$ cat config.mk
export PLATFORM = sky130hd
export DESIGN_NAME = dwc_mac
export DESIGN_NICKNAME = d
export VERILOG_FILES = /design/src/rtl/dwc_pkg.sv /design/src/rtl/dwc_mac.sv
export SDC_FILE = /design/constraint.sdc
export NUM_CORES = 1
export LEC_CHECK = 0
export BUFFER_PORTS_ARGS = -buffer_cell sky130_fd_sc_hd__buf_2
export CAP_MARGIN = 20
export CORE_MARGIN = 2
export CORE_UTILIZATION = 45
export DETAILED_ROUTE_END_ITERATION = 8
export GPL_TIMING_DRIVEN = 0
export SLEW_MARGIN = 20
export SYNTH_ARGS = -nofsm -noshare
export SYNTH_HDL_FRONTEND = slang
export SYNTH_SLANG_ARGS = --single-unit
$ cat constraint.sdc
create_clock -name clk -period 12.7 [get_ports clk]
set_input_delay 1.27 -clock clk [delete_from_list [all_inputs] [get_ports clk]]
set_output_delay 1.27 -clock clk [all_outputs]
set_load 0.02 [all_outputs]
$ cat src/rtl/dwc_pkg.sv
// dwc_pkg: shared types and constants for the depthwise dilated 3x3 convolution
// no dependencies
package dwc_pkg;

  localparam int KSIZE = 3;
  localparam int NTAPS = 9;

  localparam logic [1:0] CFG_WIDTH  = 2'd0;
  localparam logic [1:0] CFG_HEIGHT = 2'd1;
  localparam logic [1:0] CFG_RATE   = 2'd2;
  localparam logic [1:0] CFG_PLANES = 2'd3;

  typedef enum logic [2:0] {
    ST_IDLE,
    ST_READ,
    ST_ACC,
    ST_EMIT,
    ST_NEXT
  } state_t;

  // one output position handed from the sequencer to the datapath
  typedef struct packed {
    logic [11:0] row;
    logic [7:0]  col;
    logic [7:0]  plane;
    logic        last;
  } pos_t;

  // read command toward the line store
  typedef struct packed {
    logic        en;
    logic [3:0]  tap;
    logic        in_img;
  } rd_cmd_t;

endpackage

$ cat src/rtl/dwc_mac.sv
// dwc_mac: one tap product per cycle accumulated into the full precision sum
// depends on dwc_pkg
module dwc_mac import dwc_pkg::*; (
  input  logic               clk,
  input  logic               clear,
  input  logic               valid,
  input  logic               in_img,
  input  logic signed [15:0] pix,
  input  logic signed [15:0] wgt,
  output logic signed [35:0] acc
);

  logic signed [31:0] prod;
  logic               prod_v;

  // multiply stage, then accumulate stage
  always_ff @(posedge clk) begin
    prod   <= pix * wgt;
    prod_v <= valid & in_img;
    if (clear) begin
      acc <= '0;
    end else if (prod_v) begin
      acc <= acc + 36'(prod);
    end
  end

endmodule
# Word-level counts from Yosys, hierarchy flattened
# Index checks and enable logic that the tools add are counted.
# totals
out_inout_bits	36
wordCells	6
in_bits	36
reg_bits	69
# op_classes
addsub	1
n_mul	1
bitwise_logic	1
# op_table
cell	n
$add A36 B32 Y36	1
$mul A16 B16 Y32	1
$and A1 B1 Y1	1

# Longest topological paths before layout
# logic_depth
word_depth	1
depth_mapped	25
depth_no_buf	24

# Worst setup path after synthesis
# No wires, ideal clock.
# synth_path
path_kind	input to register
from	input port pix[10]
to	register prod[30]
path_stages	21
path_slack_ps	6033
setup_ps	118
arrival_ps	6549
path_buffers	1
required_ps	12582
cell_sequence	clkbuf_1 -> nand2_1 -> fa_1 -> fa_1 -> fa_1 -> fa_1 -> inv_1 -> fa_1 -> inv_1 -> fa_1 -> inv_1 -> ha_1 -> and3_1 -> nand2_1 -> nor3_2 -> o2111ai_2 -> a21oi_2 -> a41oi_2 -> o41ai_2 -> a21oi_1 -> xnor2_1
# synth_via
elab_chain_cells	1
# synth_lines
item	line_no	text
start: declaration	dwc_mac.sv:8	input logic signed [15:0] pix,
$mul A16 B16 Y32	dwc_mac.sv:18	prod <= pix * wgt;
end signal: assignment	dwc_mac.sv:18	
end: declaration	dwc_mac.sv:13	logic signed [31:0] prod;
# Every way passes these cells.
# A chain may end at the register's enable or synchronous reset.

# Worst setup path in the final report
# Same ends and word-level chain as after synthesis.

==> key figures <==
Status
  – Status: finished clean

Timing
  – Pins Over Slew Limit: 0
  – Min Tclk post-route: 7460 ps
  – Final period util: 0.588
  – Slew headroom: 0.367
  – Peak Freq: 134 MHz
  – Worst-margin pin slew: 949 ps
  – RSZ-0062 raised after global routing: no
  – Max Clock Skew: 9.74 ps
  – Final setup TNS: 0 ps
  – Hold Violations, Final: 0
  – Final-report setup violation count: 0

Worst hold path
  – Hold Path Class: reg2reg

Routing
  – Total length of routed wires: 33800 um
  – Wire per inst: 16.9 um
  – DRT Pass-1 Iters: 5
  – DRC errors left: 0
  – First DRT Iteration DRCs: 507
  – Via count: 10363
  – Routed Antenna Nets: 0
  – Vias/cell: 5.18

Floorplanning
  – DIE HEIGHT: 178 um
  – Die area: 0.0318 sq mm
  – Site Rows: 63
  – Top Ports: 72
  – CORE AREA: 0.0298 sq mm
  – Starting Density: 0.459
  – Die width: 178 um

Synthesis
  – Sequential area share after synthesis: 0.101
  – Synth warnings: 0
  – Synth unique cells: 64
  – Mapped Nets: 1940
  – Post-synth top area share: 0.385
  – Synth Register Bits: 69
  – Number of enable flip-flop cells after synthesis: 0
  – Post-synthesis cell count: 1524
  – Synth top area cells: fa_1 39%, ha_1 11%, dfxtp_1 10%
  – Top FF cell, synth: dfxtp_1
  – Async SR Flop Fraction: 0
  – Synthesized cell area: 0.0137 sq mm
  – Area leader, netlist: fa_1
  – Average cell area after synthesis: 8.97 sq um

Final layout
  – Fraction of layout cells with a size suffix above 1: 0.0677
  – Area delta synth->final: 8.61%
  – NumNets Final: 2022
  – Most frequent cells in the layout: 318 x inv_1, 263 x fa_1, 161 x nand2_1
  – Reg area: 0.00138 sq mm
  – Fill count: 2921
  – Commonest non-fill, non-tap cell in the layout: inv_1
  – Diode count: 0
  – Footprint of the multi-input gates: 0.0109 sq mm

Global routing
  – First-pass GRT wire length: 54800 um
  – Largest net degree at the start of global routing: 13
  – Vias in the first global route: 10747
  – Global route overflow: 0
  – Initial antenna violation count: 0
  – Total track usage: 0.222

Clocking
  – # hold bufs at CTS: 0
  – H-tree Lvls: 3
  – Root buffer cell: clkbuf_16
  – CTS clock-pin slew for the worst setup and hold paths: 60 ps
  – Skew-Pair Late Insertion Delay: 340 ps
  – CTS tree: yes
  – Number of CTS-inserted buffers: 9
  – Post-CTS resize count: 0
  – Clock Sinks: 69
  – CTS max path bufs: 2
  – Buffer count from post-CTS setup fixing: 0

Worst setup path
  – Crit path capture type: flop
  – Startpoint type of the worst setup path: primary input
  – CP Max Fanout: 10
  – WP data required: 12920 ps
  – WS Path Type: in2reg
  – Critical path arrival: 7680 ps

Placed design
  – GPL Wtd Cong: 0.906
  – Hpwl dp: 29000 um
  – PortBufs: 71

Run
  – Maxcap violations: 0
-- layer usage --
layer,global-route usage,vias up,routed length [um]
met5,0,-,0
met4,0.0522,0,685
met3,0.0226,53,1230
met2,0.393,224,17100
met1,0.294,5193,14800
li1,-,4893,-
-- sequential cells by signal (all words and copies together) (netlist names) --
name,flops
acc,36
prod_v,1
prod,32
-- Yosys cell counts (2+ instances only) --
cell type,number
nor2_1,67
buf_1,2
nor2b_1,7
o311ai_0,3
nand2_1,161
xor2_1,17
nor3_1,17
nand4_1,10
nor4_1,2
o21ai_0,38
and2_1,127
a21boi_0,6
o41ai_2,2
nand3b_1,5
o21ai_1,2
o21bai_1,10
xnor2_1,34
and3_1,6
o32ai_1,2
or3_1,4
nand2b_1,19
nor3b_1,5
a21oi_2,2
mux2i_1,14
inv_1,318
fa_1,263
o21a_1,18
a31oi_1,5
clkbuf_1,41
or4_1,2
a211oi_1,11
a31o_2,2
nand3_1,13
o31a_1,2
a21o_1,17
a211o_1,3
ha_1,117
a21oi_1,54
dfxtp_1,69
o22ai_1,2
o2111ai_1,2
-- layout make-up --
class                   instances  share of cell area
plain buffers                  43              0.0109
clock inverters                 5             0.00548
repair buffers                 71              0.0239
multi-input cells            1093               0.736
clock buffers                  11              0.0170
flip-flops and latches         69              0.0930
well taps                     390              0.0329
inverters                     319              0.0807
-- metrics by stage --
| step | instances | worst slack [ps] | hold WS [ps] | cell area, sq um | util |
|---|---|---|---|---|---|
| after floorplan | 1524 | 6030 | 551 | 13700 | - |
| after global placement | 1985 | 4890 | 472 | 14500 | 0.487 |
| after detailed placement | 1985 | 4900 | 482 | 14500 | 0.487 |
| after CTS | 2001 | 5240 | 490 | 14800 | 0.498 |
| after global routing | 2001 | 4920 | 506 | 14800 | 0.498 |
| final | 2001 | 5240 | 491 | 14800 | 0.498 |
-- logic make-up (layout without fill, tap and decap cells) --
| group | after synthesis | after routing | synth area share |
|---|---|---|---|
| buffers and inverters | 362 | 449 | 0.0994 |
| xor gates and xnor gates | 51 | 51 | 0.0327 |
| and+or+nand+nor | 450 | 450 | 0.164 |
| AOI/OAI and AO/OA | 197 | 197 | 0.0995 |
| muxes | 15 | 15 | 0.0111 |
| DFF | 69 | 69 | 0.101 |
| adders and majority gates | 380 | 380 | 0.492 |
-- critical path, cell delays in order --
cell and delay (ps):
buf_2 180, clkbuf_1 570, nand2_1 180, fa_1 530
fa_1 590, fa_1 460, fa_1 540, inv_1 50
fa_1 470, inv_1 50, fa_1 470, inv_1 40
ha_1 350, and3_1 230, nand2_1 80, nor3_2 220
o2111ai_2 230, a21oi_2 260, a41oi_2 170, o41ai_2 320
a21oi_1 120, xnor2_1 270
-- path summary, 6_finish.rpt --
| check | cells past startpoint | slack, ps | startpoint | to |
|---|---|---|---|---|
| min reg2reg | 2 | 490 | acc[30] | acc[30] |
| max | 22 | 5240 | pix[10] | prod[30] |
| max reg2reg | 12 | 9800 | acc[0] | acc[34] |
| min | 2 | 490 | acc[30] | acc[30] |
Power is left out: the tool's default activity adds up to more than one toggle a clock period on the data nets, which glitch-free logic cannot reach.
